--- config.mk ---
export PLATFORM = sky130hd
export DESIGN_NAME = arte_ctrl
export DESIGN_NICKNAME = d
export VERILOG_FILES = /design/src/arte_pkg.sv /design/src/arte_ctrl.sv
export SDC_FILE = /design/constraint.sdc
export NUM_CORES = 1
export LEC_CHECK = 0
export BUFFER_PORTS_ARGS = -buffer_cell sky130_fd_sc_hd__buf_2
export CAP_MARGIN = 20
export CORE_MARGIN = 5
export CORE_UTILIZATION = 42
export CTS_BUF_LIST = sky130_fd_sc_hd__clkbuf_16
export DETAILED_ROUTE_END_ITERATION = 10
export GPL_TIMING_DRIVEN = 0
export PLACE_DENSITY = 0.75
export SETUP_SLACK_MARGIN = 0.1
export SLEW_MARGIN = 5
export SYNTH_ARGS = -nofsm -noshare
export SYNTH_HDL_FRONTEND = slang
export SYNTH_SLANG_ARGS = --single-unit
export TNS_END_PERCENT = 30
--- constraint.sdc ---
create_clock -name clk -period 1.6 [get_ports clk]
set_input_delay 0.32 -clock clk [delete_from_list [all_inputs] [get_ports clk]]
set_output_delay 0.32 -clock clk [all_outputs]
set_load 0.005 [all_outputs]
--- src/arte_pkg.sv ---
// Shared types and constants of the alarm rule table engine.
// No dependencies.
package arte_pkg;

	localparam int RULE_SLOTS = 16;
	localparam int IDX_W      = (RULE_SLOTS > 1) ? $clog2(RULE_SLOTS) : 1;
	localparam int NUM_W      = 43;   // |dv| * 1000 fits in 43 bits
	localparam int DT_W       = 48;
	localparam int DIV_CNT_W  = $clog2(NUM_W);

	localparam logic [1:0] OP_UPSERT = 2'd0;
	localparam logic [1:0] OP_REMOVE = 2'd1;
	localparam logic [1:0] OP_EVAL   = 2'd2;
	localparam logic [1:0] OP_CLEAR  = 2'd3;

	localparam logic [1:0] KIND_HIGH = 2'd0;
	localparam logic [1:0] KIND_LOW  = 2'd1;
	localparam logic [1:0] KIND_RATE = 2'd2;
	localparam logic [1:0] KIND_BAD  = 2'd3;

	localparam logic [1:0] ST_OK        = 2'd0;
	localparam logic [1:0] ST_BAD_PARAM = 2'd1;
	localparam logic [1:0] ST_FULL      = 2'd2;
	localparam logic [1:0] ST_NOT_FOUND = 2'd3;

	localparam logic [3:0]  MAX_PRIORITY = 4'd7;
	localparam logic [9:0]  MS_PER_S     = 10'd1000;
	localparam logic [31:0] Q_MAX        = 32'h7FFF_FFFF;

	typedef struct packed {
		logic [1:0]         opcode;
		logic [31:0]        rule_id;
		logic [31:0]        point_key;
		logic [1:0]         alarm_kind;
		logic               rule_enabled;
		logic [3:0]         priority_req;
		logic signed [31:0] threshold;
		logic signed [31:0] hysteresis;
		logic signed [31:0] sample_value;
		logic [47:0]        time_ms;
	} req_t;

	typedef struct packed {
		logic               is_event;
		logic [1:0]         status;
		logic [31:0]        event_rule_id;
		logic [1:0]         event_kind;
		logic               raised;
		logic [2:0]         event_priority;
		logic signed [31:0] metric;
		logic signed [31:0] event_threshold;
		logic               last;
	} rsp_t;

	// controller -> datapath
	typedef struct packed {
		logic idle;
		logic load;
		logic clear_all;
		logic track;
		logic next;
		logic prime_wr;
		logic fast_wr;
		logic div_start;
		logic rate_wr;
		logic emit;
		logic finish_wr;
		logic done_emit;
	} cmd_t;

	// datapath -> controller
	typedef struct packed {
		logic [1:0] op;
		logic       bad;
		logic       sel;
		logic       is_rate;
		logic       prime;
		logic       chg;
		logic       rchg;
		logic       last;
		logic       div_done;
		logic       out_free;
	} sts_t;

endpackage

--- src/arte_ctrl.sv ---
// Sequencer of the rule table engine: decodes an item and walks the slots.
// Depends on arte_pkg.
module arte_ctrl (
	input  logic           clk,
	input  logic           arst_n,
	input  logic           req_valid,
	input  arte_pkg::sts_t sts,
	output arte_pkg::cmd_t cmd
);
	import arte_pkg::*;

	typedef enum logic [7:0] {
		S_IDLE   = 8'b0000_0001,
		S_DECODE = 8'b0000_0010,
		S_SCAN   = 8'b0000_0100,
		S_DIV    = 8'b0000_1000,
		S_RATE   = 8'b0001_0000,
		S_EMIT   = 8'b0010_0000,
		S_FINISH = 8'b0100_0000,
		S_DONE   = 8'b1000_0000
	} state_t;

	state_t state_q, state_d;

	always_comb begin
		cmd     = '0;
		state_d = state_q;
		unique case (state_q)
			S_IDLE: begin
				cmd.idle = 1'b1;
				if (req_valid) begin
					cmd.load = 1'b1;
					state_d  = S_DECODE;
				end
			end
			S_DECODE: begin
				if (sts.op == OP_CLEAR) begin
					cmd.clear_all = 1'b1;
					state_d       = S_DONE;
				end else if (sts.bad) begin
					state_d = S_DONE;
				end else begin
					state_d = S_SCAN;
				end
			end
			S_SCAN: begin
				if (sts.op != OP_EVAL) begin
					cmd.track = 1'b1;
					if (sts.sel || sts.last) begin
						state_d = S_FINISH;
					end else begin
						cmd.next = 1'b1;
					end
				end else if (sts.sel && sts.is_rate && !sts.prime) begin
					cmd.div_start = 1'b1;
					state_d       = S_DIV;
				end else if (sts.sel && !sts.is_rate && sts.chg) begin
					cmd.fast_wr = 1'b1;
					state_d     = S_EMIT;
				end else begin
					cmd.prime_wr = sts.sel && sts.is_rate;
					if (sts.last) begin
						state_d = S_DONE;
					end else begin
						cmd.next = 1'b1;
					end
				end
			end
			S_DIV: begin
				if (sts.div_done) begin
					state_d = S_RATE;
				end
			end
			S_RATE: begin
				cmd.rate_wr = 1'b1;
				if (sts.rchg) begin
					state_d = S_EMIT;
				end else if (sts.last) begin
					state_d = S_DONE;
				end else begin
					cmd.next = 1'b1;
					state_d  = S_SCAN;
				end
			end
			S_EMIT: begin
				if (sts.out_free) begin
					cmd.emit = 1'b1;
					if (sts.last) begin
						state_d = S_DONE;
					end else begin
						cmd.next = 1'b1;
						state_d  = S_SCAN;
					end
				end
			end
			S_FINISH: begin
				cmd.finish_wr = 1'b1;
				state_d       = S_DONE;
			end
			S_DONE: begin
				if (sts.out_free) begin
					cmd.done_emit = 1'b1;
					state_d       = S_IDLE;
				end
			end
			default: begin
				state_d = S_IDLE;
			end
		endcase
	end

	always_ff @(posedge clk or negedge arst_n) begin
		if (!arst_n) begin
			state_q <= S_IDLE;
		end else begin
			state_q <= state_d;
		end
	end

endmodule

==> flow_metrics.py, run 1 <==
metrics = {
    "placed_design": {
        "gp_congestion": 0.818,
        "placedInstanceArea_um2": 818,
        "dp_hpwl_mm": 1.39,
        "portBuffers": 25,
        "dp_cells": 119,
        "dp_slack_ns": -0.333,
    },
    "power_and_ir_drop": {
        "internal_power_mw": 0.946,
        "ir_drop_mv": 1.17,
        "power.share.clock": 0.299,
        "p_leak_nw": 0.535,
        "power_switching_share": 0.337,
        "power.density_nw_per_um2": 1260,
        "p_sw_mw": 0.482,
        "pwr-share-comb": 0.494,
        "pwr-share-seq": 0.207,
        "p_total_mw": 1.43,
    },
    "clock_tree": {
        "cts-buffers-inserted": 3,
        "clkLatencyLatePin_ns": 0.23,
        "cts_tree": "built",
        "htree_levels": 1,
        "cts_root_buffer": "clkbuf_16",
        "clkSinkCount": 8,
        "clkSlewWorstSetupHoldPaths_ns": 0.04,
        "cts.path.max_buffers": 2,
    },
    "floorplan": {
        "pin_count": 26,
        "start_util": 0.445,
        "die-area_um2": 2500,
        "die_h_um": 50.0,
        "rows": 14,
        "fp.coreArea_um2": 1510,
        "die_w_um": 50.0,
    },
    "detailed_routing": {
        "ant_nets": 0,
        "drtIter0Drc": 14,
        "routed_wl_mm": 2.29,
        "wl_per_cell_um": 16.1,
        "route.vias.total": 795,
        "drc": 0,
        "dr.pass1.iters": 4,
        "viasPerCell": 5.60,
    },
    "status": {
        "status": "complete, but fails checks",
        "violations": "negative setup slack",
    },
    "global_route": {
        "antenna_found_initial": 0,
        "grt_max_degree": 9,
        "grt_pass1_vias": 827,
        "grt_pass1_wl_mm": 3.55,
        "gr-total-overflow": 0,
        "grt_usage": 0.180,
    },
    "timing": {
        "slew_violations": 0,
        "setup_violations": 20,
        "finalHoldViolCount": 0,
        "post-route-period-util": 1.30,
        "final.setup.worst_slack_ns": -0.486,
        "worst_pin_slew_ns": 0.409,
        "rsz0062_at_grt": "yes",
        "min_period_ns": 2.09,
        "fin_skew_ns": 0.00632,
        "holdWs_ns": 0.303,
        "max-slew-margin-rel": 0.727,
        "fmax_ghz": 0.479,
    },
    "worst_setup_path": {
        "worst_ep_required_time_ns": 1.28,
        "worstSetupPathType": "reg2out",
        "startpoint": "state_q[6]",
        "endpoint_kind": "output pin",
        "crit_arrival_ns": 1.77,
        "critPathLaunchType": "flop",
        "path_max_fanout": 4,
        "timing.rr.start": "state_q[6]",
    },
    "layout": {
        "regMostFlops": "state_q",
        "largest_reg_flops": 8,
        "final_nets": 141,
        "drive_above_1_share": 0.563,
        "diodes": 0,
        "area_growth_pct": 69.6,
        "stdcell_area_um2": 1140,
        "fin_cells": 142,
        "reg_top3": "state_q: 8 flops",
        "fill_cells": 97,
    },
    "synthesis": {
        "synth_top_flop_cell": "dfrtp_1",
        "ys_types": 39,
        "synthArstFlopShare": 1.00,
        "synth_area_um2": 671,
        "ys.warnings.count": 0,
        "synth_area_per_cell_um2": 8.60,
        "ys_seq_area_frac": 0.300,
        "synth_edf_count": 0,
        "ys_ff_latch": 8,
        "postSynthCellCount": 78,
        "synth.net_count": 92,
    },
    "run": {
        "maxCapViolations": 0,
    },
    "hold_path": {
        "worst_hold_path_type": "in2reg",
        "hp-start": "sts[5]",
    },
}
[synth_stat cells, drive strengths merged, types with 2 or more instances]
cell    count  share of area
nand2b      2          0.019
nor4        3          0.060
nand4b      5          0.065
a21oi       2          0.015
inv         5          0.028
o21ai       4          0.030
or2b        3          0.035
dfrtp       7           0.26
nor3b       2          0.030
nand3       2          0.015
nor3        2          0.015
nor2       18           0.10
nand2       3          0.017
[path summary, 6_finish.rpt]
check | to | slack (ns) | cells after the start
max in group asynchronous | state_q[0] | 0.89 | 2
min in group asynchronous | state_q[5] | 0.46 | 2
hold / removal | state_q[3] | 0.30 | 2
setup reg to reg | state_q[7] | -0.31 | 8
hold reg to reg | state_q[5] | 0.73 | 3
setup / recovery | cmd[4] | -0.49 | 7
[metrics by stage]
stage,TNS [ns],utilization
floorplan,-0.266,-
global placement,-2.42,0.543
detailed placement,-2.28,0.543
CTS,-4.53,0.706
global route,-7.75,0.755
finish,-5.91,0.755
[power by group through the flow]
stage | clock (mW) | sequential [mW] | combinational, mW
detailed placement | 0 | 0.298 | 0.379
CTS | 0.430 | 0.295 | 0.597
global route | 0.445 | 0.302 | 0.753
global placement | 0 | 0.295 | 0.379
finish | 0.427 | 0.296 | 0.705
floorplan | 0 | 0.290 | 0.274
[layer usage]
metal  track usage  vias to the layer above  wire (µm)
li1              -                      381          -
met1         0.200                      371        904
met2         0.301                       35       1170
met3        0.0331                        8        127
met4         0.127                        0         79
met5             0                        -          0
[kinds of logic (layout without fill, tap and decap cells)]
logic type      Yosys count  in the layout  synth area share
simple gates             45             45             0.424
compound gates           17             17             0.218
flops                     8              8             0.300
buf+inv                   7             55            0.0448
xor+xnor                  1              1            0.0131
[area by class of cell]
cell class / instances / area [µm²] / area share
Inverter: 6 / 23.8 / 0.0209
Buffer: 1 / 7.51 / 0.00660
Sequential cell: 8 / 205 / 0.180
Timing Repair Buffer: 44 / 297 / 0.261
Multi-Input combinational cell: 63 / 505 / 0.444
Tap cell: 16 / 20.0 / 0.0176
Clock buffer: 3 / 75.1 / 0.0660
Clock inverter: 1 / 3.75 / 0.00330
[timing repair]
item                       CTS  global route
pin swaps                   15             7
gates resized for setup     15             7
hold buffers                 1             0
hold endpoints to repair     7             0
setup endpoints to repair   20            20
gates cloned                 0             0
buffers inserted            13             5
[critical path, cell delays in order, from the launching register on]
cell and delay, ns:
dfrtp_1 0.41, nor4_4 0.26, buf_4 0.18, nand2_4 0.06, nor3b_4 0.21, nand4_1 0.16, nor2_1 0.14, buf_2 0.12
[cells in the final DEF (no fill, tap or decap), types with 2 or more instances in the layout]
cell | Yosys | routed
buf_2 | 0 | 22
o21ai_1 | 2 | 2
nor2_1 | 17 | 16
nand2b_1 | 2 | 2
nor4_4 | 1 | 3
nand3_1 | 2 | 2
nand4b_1 | 5 | 5
dfrtp_1 | 7 | 4
buf_6 | 0 | 5
nand2_4 | 0 | 2
clkbuf_16 | 0 | 3
nor3_1 | 2 | 2
inv_1 | 5 | 6
buf_4 | 1 | 17
or2b_1 | 2 | 2
dfrtp_2 | 0 | 3
(Power assumes the default switching activity.)
==> run 2, diff against run 1 <==
Settings changed: RECOVER_POWER set to 50.
==> run 2 against run 1 <==
The flow still finishes with violations (negative setup slack). Power about the same. Largest cell class unchanged. Sequential share of layout area hardly changed. Critical path depth unchanged. Worst hold slack unchanged. Critical path type unchanged. Combinational power about the same. Via count unchanged. Core utilization fell by 0.083 points. Count of clock-buffer cells in the layout is the same. Clock power hardly changed. Global-route usage did not move. First-iteration DRC count unchanged. Wire length is the same.
==> flow_metrics.py, run 2 (synthesis gave the netlist of run 1 again) <==
metrics = {
    "power_and_ir_drop": {
        "p_sw_mw": 0.482,
        "pwr-share-comb": 0.494,
        "power_switching_share": 0.338,
        "p_leak_nw": 0.532,
        "p_total_mw": 1.43,
        "pwr-share-seq": 0.207,
        "internal_power_mw": 0.946,
        "power.density_nw_per_um2": 1260,
        "ir_drop_mv": 1.17,
        "power.share.clock": 0.299,
    },
    "detailed_routing": {
        "dr.pass1.iters": 4,
        "drtIter0Drc": 14,
        "drc": 0,
        "route.vias.total": 795,
        "ant_nets": 0,
        "wl_per_cell_um": 16.1,
        "viasPerCell": 5.60,
        "routed_wl_mm": 2.29,
    },
    "clock_tree": {
        "cts_root_buffer": "clkbuf_16",
        "cts_tree": "built",
        "cts-buffers-inserted": 3,
        "htree_levels": 1,
        "clkSinkCount": 8,
        "cts.path.max_buffers": 2,
        "clkLatencyLatePin_ns": 0.23,
        "clkSlewWorstSetupHoldPaths_ns": 0.04,
    },
    "global_route": {
        "grt_pass1_wl_mm": 3.55,
        "gr-total-overflow": 0,
        "grt_usage": 0.180,
        "grt_pass1_vias": 827,
        "grt_max_degree": 9,
        "antenna_found_initial": 0,
    },
    "run": {
        "maxCapViolations": 0,
    },
    "timing": {
        "rsz0062_at_grt": "yes",
        "worst_pin_slew_ns": 0.446,
        "slew_violations": 0,
        "final.setup.worst_slack_ns": -0.486,
        "min_period_ns": 2.09,
        "finalHoldViolCount": 0,
        "setup_violations": 20,
        "fmax_ghz": 0.479,
        "max-slew-margin-rel": 0.703,
        "fin_skew_ns": 0.00632,
        "post-route-period-util": 1.30,
    },
    "layout": {
        "reg_top3": "state_q: 8 flops",
        "area_growth_pct": 69.4,
        "regMostFlops": "state_q",
        "drive_above_1_share": 0.556,
        "fill_cells": 97,
        "final_nets": 141,
        "largest_reg_flops": 8,
        "regArea_um2": 205,
        "diodes": 0,
        "final_cell_mix": "buf_2, buf_4, nor2_1",
        "finish.utilization": 0.754,
        "layout_commonest_cell": "buf_2",
        "multi_input_area_um2": 505,
    },
    "floorplan": {
        "pin_count": 26,
        "die_h_um": 50.0,
        "die_w_um": 50.0,
        "rows": 14,
        "start_util": 0.445,
        "die-area_um2": 2500,
        "fp.coreArea_um2": 1510,
    },
    "worst_setup_path": {
        "worstSetupPathType": "reg2out",
        "path_max_fanout": 4,
        "critPathLaunchType": "flop",
        "endpoint_kind": "output pin",
        "worst_ep_required_time_ns": 1.28,
        "crit_arrival_ns": 1.77,
    },
    "status": {
        "violations": "negative setup slack",
        "status": "complete, but fails checks",
    },
    "hold_path": {
        "worst_hold_path_type": "in2reg",
    },
    "placed_design": {
        "dp_slack_ns": -0.333,
        "dp_hpwl_mm": 1.39,
        "gp_congestion": 0.818,
        "portBuffers": 25,
    },
}
run 2: changes by cell type in the layout (fill, tap and decap cells not counted), sizes merged:
cell,delta
buf,-1
clkbuf,+1
run 2: cell type report:
| class | count | area share |
|---|---|---|
| Clock buffer | 3 | 0.0661 |
| Inverter | 6 | 0.0209 |
| Buffer | 1 | 0.00661 |
| Multi-Input combinational cell | 63 | 0.445 |
| Timing Repair Buffer | 44 | 0.260 |
| Clock inverter | 1 | 0.00330 |
| Tap cell | 16 | 0.0176 |
| Sequential cell | 8 | 0.181 |
run 2: worst max-delay path, stage by stage (launching register included):
cell	delay, ns
dfrtp_1	0.41
nor4_4	0.26
buf_4	0.18
nand2_4	0.06
nor3b_4	0.21
nand4_1	0.16
nor2_1	0.14
buf_2	0.12
run 2: path summary, 6_finish.rpt:
kind                       slack [ns]  cells past startpoint       start          to
setup / recovery                -0.49                      7  state_q[6]      cmd[4]
hold / removal                   0.30                      2      sts[5]  state_q[3]
setup reg to reg                -0.31                      8  state_q[6]  state_q[7]
hold reg to reg                  0.73                      3  state_q[3]  state_q[5]
max in group asynchronous        0.71                      2      arst_n  state_q[0]
min in group asynchronous        0.54                      2      arst_n  state_q[5]
run 2: metal layers:
layer	part of all wire	wire length [µm]	vias up	track usage
li1	-	-	381	-
met1	0.40	904	371	0.200
met2	0.51	1170	35	0.301
met3	0.056	127	8	0.0331
met4	0.035	79	0	0.127
met5	0	0	-	0
run 2: what timing repair did:
action,4_1_cts,5_1_grt
buffers inserted,13,5
endpoints found under the hold margin,7,0
pin swaps,15,7
gates resized for setup,15,7
setup endpoints to repair,20,20
hold buffers,1,0
run 2: power groups by stage:
stage | combinational, mW | clock, mW | sequential, mW
4_1_cts | 0.597 | 0.430 | 0.295
2_1_floorplan | 0.274 | 0 | 0.290
6_report | 0.705 | 0.427 | 0.296
5_1_grt | 0.753 | 0.445 | 0.302
3_5_place_dp | 0.379 | 0 | 0.298
3_3_place_gp | 0.379 | 0 | 0.295
run 2: stage by stage:
stage / setup TNS (ns) / hold WS [ns] / instance area, µm² / cells
2_1_floorplan: -0.266 / 0.0244 / 673 / 78
3_3_place_gp: -2.42 / 0.168 / 818 / 119
3_5_place_dp: -2.28 / 0.174 / 818 / 119
4_1_cts: -4.53 / 0.303 / 1060 / 137
5_1_grt: -7.75 / 0.334 / 1140 / 142
6_report: -5.91 / 0.303 / 1140 / 142
