<file path="src/arte_pkg.sv">
// Shared types and constants of the alarm rule table engine.
// No dependencies.
package arte_pkg;

	localparam int RULE_SLOTS = 16;
	localparam int IDX_W      = (RULE_SLOTS > 1) ? $clog2(RULE_SLOTS) : 1;
	localparam int NUM_W      = 43;   // |dv| * 1000 fits in 43 bits
	localparam int DT_W       = 48;
	localparam int DIV_CNT_W  = $clog2(NUM_W);

	localparam logic [1:0] OP_UPSERT = 2'd0;
	localparam logic [1:0] OP_REMOVE = 2'd1;
	localparam logic [1:0] OP_EVAL   = 2'd2;
	localparam logic [1:0] OP_CLEAR  = 2'd3;

	localparam logic [1:0] KIND_HIGH = 2'd0;
	localparam logic [1:0] KIND_LOW  = 2'd1;
	localparam logic [1:0] KIND_RATE = 2'd2;
	localparam logic [1:0] KIND_BAD  = 2'd3;

	localparam logic [1:0] ST_OK        = 2'd0;
	localparam logic [1:0] ST_BAD_PARAM = 2'd1;
	localparam logic [1:0] ST_FULL      = 2'd2;
	localparam logic [1:0] ST_NOT_FOUND = 2'd3;

	localparam logic [3:0]  MAX_PRIORITY = 4'd7;
	localparam logic [9:0]  MS_PER_S     = 10'd1000;
	localparam logic [31:0] Q_MAX        = 32'h7FFF_FFFF;

	typedef struct packed {
		logic [1:0]         opcode;
		logic [31:0]        rule_id;
		logic [31:0]        point_key;
		logic [1:0]         alarm_kind;
		logic               rule_enabled;
		logic [3:0]         priority_req;
		logic signed [31:0] threshold;
		logic signed [31:0] hysteresis;
		logic signed [31:0] sample_value;
		logic [47:0]        time_ms;
	} req_t;

	typedef struct packed {
		logic               is_event;
		logic [1:0]         status;
		logic [31:0]        event_rule_id;
		logic [1:0]         event_kind;
		logic               raised;
		logic [2:0]         event_priority;
		logic signed [31:0] metric;
		logic signed [31:0] event_threshold;
		logic               last;
	} rsp_t;

	// controller -> datapath
	typedef struct packed {
		logic idle;
		logic load;
		logic clear_all;
		logic track;
		logic next;
		logic prime_wr;
		logic fast_wr;
		logic div_start;
		logic rate_wr;
		logic emit;
		logic finish_wr;
		logic done_emit;
	} cmd_t;

	// datapath -> controller
	typedef struct packed {
		logic [1:0] op;
		logic       bad;
		logic       sel;
		logic       is_rate;
		logic       prime;
		logic       chg;
		logic       rchg;
		logic       last;
		logic       div_done;
		logic       out_free;
	} sts_t;

endpackage

</file>
<file path="src/arte_div.sv">
// Restoring divider, one quotient bit per cycle, for the rate metric.
// Depends on arte_pkg.
module arte_div (
	input  logic                      clk,
	input  logic                      arst_n,
	input  logic                      start,
	input  logic [arte_pkg::NUM_W-1:0] dividend,
	input  logic [arte_pkg::DT_W-1:0]  divisor,
	output logic                      done,
	output logic [arte_pkg::NUM_W-1:0] quo,
	output logic [arte_pkg::DT_W-1:0]  rem
);
	import arte_pkg::*;

	logic [NUM_W-1:0]     quo_q;
	logic [DT_W-1:0]      rem_q;
	logic [DT_W-1:0]      dvs_q;
	logic [DIV_CNT_W-1:0] cnt_q;
	logic                 busy_q;
	logic                 done_q;
	logic [DT_W:0]        shifted;
	logic [DT_W:0]        trial;
	logic                 ge;

	assign shifted = {rem_q, quo_q[NUM_W-1]};
	assign ge      = shifted >= {1'b0, dvs_q};
	assign trial   = shifted - {1'b0, dvs_q};

	always_ff @(posedge clk or negedge arst_n) begin
		if (!arst_n) begin
			busy_q <= 1'b0;
			done_q <= 1'b0;
			cnt_q  <= '0;
		end else begin
			done_q <= busy_q && (cnt_q == '0);
			if (start) begin
				busy_q <= 1'b1;
				cnt_q  <= DIV_CNT_W'(NUM_W - 1);
			end else if (busy_q) begin
				if (cnt_q == '0) begin
					busy_q <= 1'b0;
				end else begin
					cnt_q <= cnt_q - 1'b1;
				end
			end
		end
	end

	always_ff @(posedge clk) begin
		if (start) begin
			quo_q <= dividend;
			rem_q <= '0;
			dvs_q <= divisor;
		end else if (busy_q) begin
			rem_q <= ge ? trial[DT_W-1:0] : shifted[DT_W-1:0];
			quo_q <= {quo_q[NUM_W-2:0], ge};
		end
	end

	assign done = done_q;
	assign quo  = quo_q;
	assign rem  = rem_q;

endmodule

</file>
<file path="src/arte_dp.sv">
// Datapath: rule table, slot scan index, comparisons, rate divider, result register.
// Depends on arte_pkg and arte_div.
module arte_dp (
	input  logic           clk,
	input  logic           arst_n,
	input  arte_pkg::req_t req,
	input  arte_pkg::cmd_t cmd,
	output arte_pkg::sts_t sts,
	input  logic           rsp_stall,
	output logic           rsp_valid,
	output arte_pkg::rsp_t rsp
);
	import arte_pkg::*;

	logic [RULE_SLOTS-1:0] used_q;
	logic [RULE_SLOTS-1:0] active_q;
	logic [RULE_SLOTS-1:0] hp_q;
	logic [31:0]           rid_q   [RULE_SLOTS];
	logic [31:0]           pid_q   [RULE_SLOTS];
	logic [1:0]            kind_q  [RULE_SLOTS];
	logic                  en_q    [RULE_SLOTS];
	logic [2:0]            prio_q  [RULE_SLOTS];
	logic signed [31:0]    thr_q   [RULE_SLOTS];
	logic signed [31:0]    hys_q   [RULE_SLOTS];
	logic signed [31:0]    pval_q  [RULE_SLOTS];
	logic [47:0]           ptime_q [RULE_SLOTS];

	req_t             op_q;
	logic [IDX_W-1:0] idx_q;
	logic             hit_q, free_q;
	logic [IDX_W-1:0] hit_idx_q, free_idx_q;
	rsp_t             ev_q;
	rsp_t             out_q;
	logic             out_valid_q;

	logic               act;
	logic signed [32:0] v33, thr33, hys33, t_lo, t_hi, prev33, dv33;
	logic [32:0]        absdv;
	logic [NUM_W-1:0]   num;
	logic [DT_W-1:0]    dt;
	logic               nxt_fast, nxt_rate, sat, frac;
	logic signed [32:0] m33;
	logic signed [31:0] m;
	logic               div_done;
	logic [NUM_W-1:0]   quo;
	logic [DT_W-1:0]    rem;
	logic               bad;
	logic [1:0]         status;
	logic [IDX_W-1:0]   wr_idx;
	logic               id_hit;

	assign act    = active_q[idx_q];
	assign v33    = {op_q.sample_value[31], op_q.sample_value};
	assign thr33  = {thr_q[idx_q][31], thr_q[idx_q]};
	assign hys33  = {hys_q[idx_q][31], hys_q[idx_q]};
	assign t_lo   = thr33 - hys33;
	assign t_hi   = thr33 + hys33;
	assign prev33 = {pval_q[idx_q][31], pval_q[idx_q]};
	assign dv33   = v33 - prev33;
	assign absdv  = dv33[32] ? 33'(-dv33) : 33'(dv33);
	assign num    = NUM_W'(absdv) * NUM_W'(MS_PER_S);
	assign dt     = op_q.time_ms - ptime_q[idx_q];

	always_comb begin
		if (kind_q[idx_q] == KIND_HIGH) begin
			nxt_fast = act ? (v33 > t_lo) : (v33 >= thr33);
		end else begin
			nxt_fast = act ? (v33 < t_hi) : (v33 <= thr33);
		end
	end

	arte_div u_div (
		.clk      (clk),
		.arst_n   (arst_n),
		.start    (cmd.div_start),
		.dividend (num),
		.divisor  (dt),
		.done     (div_done),
		.quo      (quo),
		.rem      (rem)
	);

	assign sat      = quo >= NUM_W'(Q_MAX);
	assign m        = sat ? Q_MAX : {1'b0, quo[30:0]};
	assign frac     = !sat && (rem != '0);
	assign m33      = {1'b0, m};
	assign nxt_rate = act ? ((m33 > t_lo) || ((m33 == t_lo) && frac)) : (m33 >= thr33);

	assign id_hit = used_q[idx_q] && (rid_q[idx_q] == op_q.rule_id);

	always_comb begin
		unique case (op_q.opcode)
			OP_UPSERT: bad = (op_q.rule_id == '0) || (op_q.point_key == '0)
				|| op_q.hysteresis[31] || (op_q.priority_req > MAX_PRIORITY)
				|| (op_q.alarm_kind == KIND_BAD);
			OP_REMOVE: bad = op_q.rule_id == '0;
			OP_EVAL:   bad = op_q.point_key == '0;
			default:   bad = 1'b0;
		endcase
	end

	always_comb begin
		if (bad) begin
			status = ST_BAD_PARAM;
		end else if (op_q.opcode == OP_UPSERT) begin
			status = (hit_q || free_q) ? ST_OK : ST_FULL;
		end else if (op_q.opcode == OP_REMOVE) begin
			status = hit_q ? ST_OK : ST_NOT_FOUND;
		end else begin
			status = ST_OK;
		end
	end

	always_comb begin
		sts          = '0;
		sts.op       = op_q.opcode;
		sts.bad      = bad;
		sts.sel      = (op_q.opcode == OP_EVAL)
			? (used_q[idx_q] && en_q[idx_q] && (pid_q[idx_q] == op_q.point_key))
			: id_hit;
		sts.is_rate  = kind_q[idx_q] == KIND_RATE;
		sts.prime    = !hp_q[idx_q] || (op_q.time_ms <= ptime_q[idx_q]);
		sts.chg      = nxt_fast != act;
		sts.rchg     = nxt_rate != act;
		sts.last     = idx_q == IDX_W'(RULE_SLOTS - 1);
		sts.div_done = div_done;
		sts.out_free = !out_valid_q || !rsp_stall;
	end

	assign wr_idx = hit_q ? hit_idx_q : free_idx_q;

	// flag bits of the table and scan control
	always_ff @(posedge clk or negedge arst_n) begin
		if (!arst_n) begin
			used_q      <= '0;
			active_q    <= '0;
			hp_q        <= '0;
			idx_q       <= '0;
			hit_q       <= 1'b0;
			free_q      <= 1'b0;
			out_valid_q <= 1'b0;
		end else begin
			if (cmd.load) begin
				idx_q  <= '0;
				hit_q  <= 1'b0;
				free_q <= 1'b0;
			end else if (cmd.next) begin
				idx_q <= idx_q + 1'b1;
			end
			if (cmd.track) begin
				if (id_hit) begin
					hit_q <= 1'b1;
				end else if (!used_q[idx_q] && !free_q) begin
					free_q <= 1'b1;
				end
			end
			if (cmd.clear_all) begin
				used_q   <= '0;
				active_q <= '0;
				hp_q     <= '0;
			end
			if (cmd.prime_wr) begin
				hp_q[idx_q] <= 1'b1;
			end
			if (cmd.fast_wr) begin
				active_q[idx_q] <= nxt_fast;
			end
			if (cmd.rate_wr) begin
				active_q[idx_q] <= nxt_rate;
			end
			if (cmd.finish_wr) begin
				if (op_q.opcode == OP_REMOVE) begin
					if (hit_q) begin
						used_q[hit_idx_q]   <= 1'b0;
						active_q[hit_idx_q] <= 1'b0;
						hp_q[hit_idx_q]     <= 1'b0;
					end
				end else if (!hit_q && free_q) begin
					used_q[free_idx_q]   <= 1'b1;
					active_q[free_idx_q] <= 1'b0;
					hp_q[free_idx_q]     <= 1'b0;
				end
			end
			if (cmd.emit || cmd.done_emit) begin
				out_valid_q <= 1'b1;
			end else if (!rsp_stall) begin
				out_valid_q <= 1'b0;
			end
		end
	end

	// payload: table contents, latched item, event and result registers
	always_ff @(posedge clk) begin
		if (cmd.load) begin
			op_q <= req;
		end
		if (cmd.track) begin
			if (id_hit) begin
				hit_idx_q <= idx_q;
			end else if (!used_q[idx_q] && !free_q) begin
				free_idx_q <= idx_q;
			end
		end
		if (cmd.prime_wr || cmd.rate_wr) begin
			pval_q[idx_q]  <= op_q.sample_value;
			ptime_q[idx_q] <= op_q.time_ms;
		end
		if (cmd.fast_wr || cmd.rate_wr) begin
			ev_q.is_event        <= 1'b1;
			ev_q.status          <= ST_OK;
			ev_q.event_rule_id   <= rid_q[idx_q];
			ev_q.event_kind      <= kind_q[idx_q];
			ev_q.raised          <= cmd.fast_wr ? nxt_fast : nxt_rate;
			ev_q.event_priority  <= prio_q[idx_q];
			ev_q.metric          <= cmd.fast_wr ? op_q.sample_value : m;
			ev_q.event_threshold <= thr_q[idx_q];
			ev_q.last            <= 1'b0;
		end
		if (cmd.finish_wr && (op_q.opcode == OP_UPSERT) && (hit_q || free_q)) begin
			rid_q[wr_idx]  <= op_q.rule_id;
			pid_q[wr_idx]  <= op_q.point_key;
			kind_q[wr_idx] <= op_q.alarm_kind;
			en_q[wr_idx]   <= op_q.rule_enabled;
			prio_q[wr_idx] <= op_q.priority_req[2:0];
			thr_q[wr_idx]  <= op_q.threshold;
			hys_q[wr_idx]  <= op_q.hysteresis;
		end
		if (cmd.emit) begin
			out_q <= ev_q;
		end else if (cmd.done_emit) begin
			out_q        <= '0;
			out_q.status <= status;
			out_q.last   <= 1'b1;
		end
	end

	assign rsp_valid = out_valid_q;
	assign rsp       = out_q;

endmodule
</file>
<file path="config.mk">
export PLATFORM = sky130hd
export DESIGN_NAME = arte_dp
export DESIGN_NICKNAME = d
export VERILOG_FILES = /design/src/arte_pkg.sv /design/src/arte_div.sv /design/src/arte_dp.sv
export SDC_FILE = /design/constraint.sdc
export NUM_CORES = 2
export LEC_CHECK = 0
export BUFFER_PORTS_ARGS = -buffer_cell sky130_fd_sc_hd__buf_2
export CORE_ASPECT_RATIO = 2
export CORE_MARGIN = 5
export CORE_UTILIZATION = 30
export DETAILED_ROUTE_END_ITERATION = 12
export PLACE_DENSITY_LB_ADDON = 0.2
export SLEW_MARGIN = 20
export SYNTH_ARGS = -nofsm -noshare
export SYNTH_HDL_FRONTEND = slang
export SYNTH_HIERARCHICAL = 1
export SYNTH_SLANG_ARGS = --single-unit
</file>
<file path="constraint.sdc">
create_clock -name clk -period 18.9 [get_ports clk]
set_clock_uncertainty 0.2 [all_clocks]
set_input_delay 3.78 -clock clk [delete_from_list [all_inputs] [get_ports clk]]
set_output_delay 3.78 -clock clk [all_outputs]
set_load 0.01 [all_outputs]
</file>
==> results.md <==
- Status: complete, no violations
- Initial DRC Count: about 7000
- Final Max Tran Viols: 0
- CTS tree: built
- Setup repair after global routing missed its margin: false
- R2r worst-path depth: 36
- Setup Buffers After CTS: 0
- Overall Global Routing Usage: about 17%
- Routability cong.: between 0.9 and 1
- WP buf/inv: 4
- Detailed Route WL: between 500000 and 600000 um
- Max-slew headroom: between 10% and 20%
- Largest family of logic cells by synthesized area: multiplexers
- Highest clock rate: about 70 MHz
- Post-synthesis mux area share: 14.6%
- Worst setup path startpoint: idx_q[1]
- Required time of the critical path: 14.92 ns
- Max-Cap Viols: 0
- Worst setup SP type: flop
- Final WS setup: 4.71 ns
- Io pins: between 300 and 400
- Via count: between 80000 and 90000
- Kind of cell adding the most delay to the critical path: compound AO/OA/AOI/OAI gates
- Cts hold-fix bufs: 0
- Die Wd: 548 um
- Setup slack after placement: approximately 5.2 ns
- Post-place instance area: roughly 190000 sq um
- Fin cells: between 15000 and 20000
- Worst slew pin tran: approximately 1.2 ns
- Layout cells sized above 1: around 24%
- Crit-path cells: buf_4 > buf_4 > mux4_2 > mux4_2 > ha_1 > inv_1 > a21oi_1 > o21ba_2 > a21oi_1 > o32ai_1 > o21ai_0 > a211oi_1 > o21ai_0 > a41oi_1 > a21oi_1 > ha_1 > nand4_1 > nor2_1 > nand4_1 > a21oi_1 > o211ai_1 > o31a_1 > o21ai_0 > buf_2
- Synth cell count leaders: 3948 x edfxtp_1, 1085 x mux4_2, 477 x inv_1, 441 x ha_1, 295 x a21oi_1
- DRC viols: 0
- Synthesized area per cell: ~19 sq um
- Tcrit/Tclk final: between 70% and 80%
- Port buffer count: 348
- Post-synthesis async set-or-reset flop share: ~1.6%
- Top-count cell post-synth: edfxtp_1
- H-tree depth: 5
- Leakage power total: around 65 nW
- Crit Path Category: flop to output pin
- Vias in the first global route: a little under 100k
- Worst VDD drop: 0.000732 V
- Worst r2r src: idx_q[0]
- Reg clk slew, reported paths: around 0.060 ns
- Final ANT Viol Nets: 0
- P&R area growth vs syn: 14.0%
- Fillers: about 54000
- Site Rows: slightly below 400
- R2r setup slk: around 5.7 ns
- Count of cell types in the netlist: 107
- Largest net degree at the start of global routing: approximately 130
- Initial antenna violation count: 52
- Power density over the cells: 204 nW/um^2
- Critical Path AT: between 10 and 15 ns
- Chip Height: roughly 1100 um
- TritonCTS buffer count: approximately 390
- Inst Count DP: around 17000
- Capture point of the worst reg-to-reg path: u_div/quo[42]
- Complex-gate fraction of the synthesized area: under 10%
- Final setup TNS: 0 ns
- Post-synthesis sequential area ratio: between 60 and 70%
- Post-synthesis cell area: between 150000 and 200000 sq um
- Post-CTS sizing: 0
- CP Capture Point: sts[4]
- Final global-route overflow total: 0
- Post-Synth XOR/XNOR Area: 1.57%
- Vias/cell: between 5 and 6
- CP max stage cell: dfrtp_4
- Flops & latches, synth: approximately 4100
- Initial DRT Pass Iterations: 5
- Hpwl dp: around 320000 um
- Post-Synth Adder-Cell Area: about 4.6%
- Worst Path Max Fanout: 65
- Die area: ~600000 sq um
- Crit path top cell by count: a21oi_1
- Insertion delay to the later sink of the worst-skew pair: 1.00 ns
- Endpoints failing hold: 0
- Layout net count: around 11000
- Worst hold path type: flop to flop
- Fin util: 34.3%
- Post-synth EDFFs: approximately 4000
- Crit path depth: 24
- Clk sinks: about 4100
- Largest stage delay on the critical path: 0.98 ns
- Core area: around 580000 sq um
- Gate Count Post-Synth: 9199
- Starting Density: a little under a third
- Yosys warns: 6
- Longest Clk Path Bufs: 5
- Min Tclk post-route: between 10 and 15 ns
- Post-synth top area cell: edfxtp_1
- Top post-synthesis cells by area: edfxtp_1 68%, mux4_2 14%, ha_1 3.2%
- Post-synth top area share: 68.2%
- Setup crit end kind: output pin
- Post-Synth Simple-Gate Area: 3.60%
- First-pass GRT wire length: approximately 730000 um
- Clock root cell: clkbuf_16
- Final setup viols: 0
- Design area: around 200000 sq um
- DR WL/cell: 29.4 um
- Synth Flop Type: edfxtp_1
-- cell type report --
class,count,area (sq um),area share [%]
clock buffer,458,10100,5.09
inverter,480,1810,0.912
tap,7543,9440,4.76
multi-input combinational,4294,49700,25.1
clock inverter,224,2360,1.19
timing repair buffer,565,3630,1.83
antenna,22,55.1,0.0278
sequential,4059,121000,61.1
-- sequential cells by signal, indices dropped and copies added (netlist names), 4 cells and up --
signal and cells:
active_q 16, en_q 16, ev_q 102, free_idx_q 4, hit_idx_q 4, hp_q 16, hys_q 512, idx_q 4
kind_q 32, op_q 215, pid_q 512, prio_q 48, ptime_q 768, pval_q 512, rid_q 512, rsp 106
thr_q 512, u_div/cnt_q 6, u_div/dvs_q 48, u_div/quo 43, u_div/rem 48, used_q 16
-- layout by cell type (no fill, tap or decap), drive strengths merged, types with 16 or more instances in the layout --
| master | count |
|---|---|
| nor2b | 50 |
| xnor2 | 220 |
| nand4 | 97 |
| or2 | 48 |
| edfxtp | 3948 |
| a31oi | 43 |
| a311oi | 33 |
| mux4 | 1085 |
| o21bai | 40 |
| ha | 441 |
| a21o | 153 |
| diode | 22 |
| o21a | 37 |
| mux2 | 77 |
| o31ai | 22 |
| fa | 121 |
| dfxtp | 48 |
| nand2 | 266 |
| bufinv | 45 |
| inv | 491 |
| nor4 | 50 |
| a211oi | 44 |
| or3 | 24 |
| a21oi | 297 |
| nor2 | 279 |
| clkbuf | 458 |
| and2 | 119 |
| and3 | 35 |
| nand3 | 77 |
| o211ai | 29 |
| nor3 | 77 |
| o21ai | 176 |
| nand2b | 56 |
| a32oi | 16 |
| buf | 565 |
| dfrtp | 63 |
| xor2 | 86 |
| clkinv | 156 |
-- worst min-delay path by stage --
| stage | endpoint | cells after the start | start |
|---|---|---|---|
| floorplan | free_idx_q[2] | 0 | idx_q[2] |
| global placement | rsp_valid | 2 | rsp_valid |
| detailed placement | rsp_valid | 2 | rsp_valid |
| CTS | rsp[25] | 1 | ev_q[25] |
| global route | rsp[25] | 1 | ev_q[25] |
| finish | rsp[25] | 1 | ev_q[25] |
-- worst reg2reg max path, delay by kind of cell (launching register included) --
| family | cells | cell delay, ns |
|---|---|---|
| AO/OA/AOI/OAI | 8 | 2.52 |
| XOR/XNOR | 2 | 0.46 |
| adder cells (fa/ha/maj) | 6 | 2.72 |
| buffers and inverters | 8 | 1.86 |
| flip-flops | 1 | 0.74 |
| multiplexers | 3 | 1.75 |
| AND/OR/NAND/NOR | 9 | 2.71 |
-- per-layer routing --
layer | vias to the layer above | track usage [%] | wire, um
met5 | - | 0 | 87
met4 | 14 | 6.81 | 22200
met3 | 807 | 1.98 | 18400
met2 | 2226 | 32.0 | 280000
met1 | 48281 | 19.9 | 198000
li1 | 38270 | - | -
-- logic make-up (layout without fill, tap and decap cells) --
kind of cell / after synthesis / after routing
multiplexers: 1170 / 1170
XOR/XNOR: 306 / 306
adder cells (fa/ha/maj): 566 / 566
flip-flops: 4059 / 4059
AO/OA/AOI/OAI: 1028 / 1028
other: 1 / 25
buffers and inverters: 848 / 1727
AND/OR/NAND/NOR: 1221 / 1221
-- stage by stage --
stage | hold slack, ns | power (mW)
after floorplan | 0.240 | 27.6
after global placement | 0.288 | 32.7
after detailed placement | 0.296 | 32.6
after CTS | 0.265 | 40.8
after global routing | 0.276 | 43.8
final | 0.266 | 40.4
-- power by group --
| part | switching (mW) | internal, mW | total (mW) |
|---|---|---|---|
| clock | 3.43 | 4.43 | 7.86 |
| combinational | 11.8 | 9.63 | 21.4 |
| sequential | 0.317 | 10.8 | 11.1 |
Power figures use the tool's default switching activity.
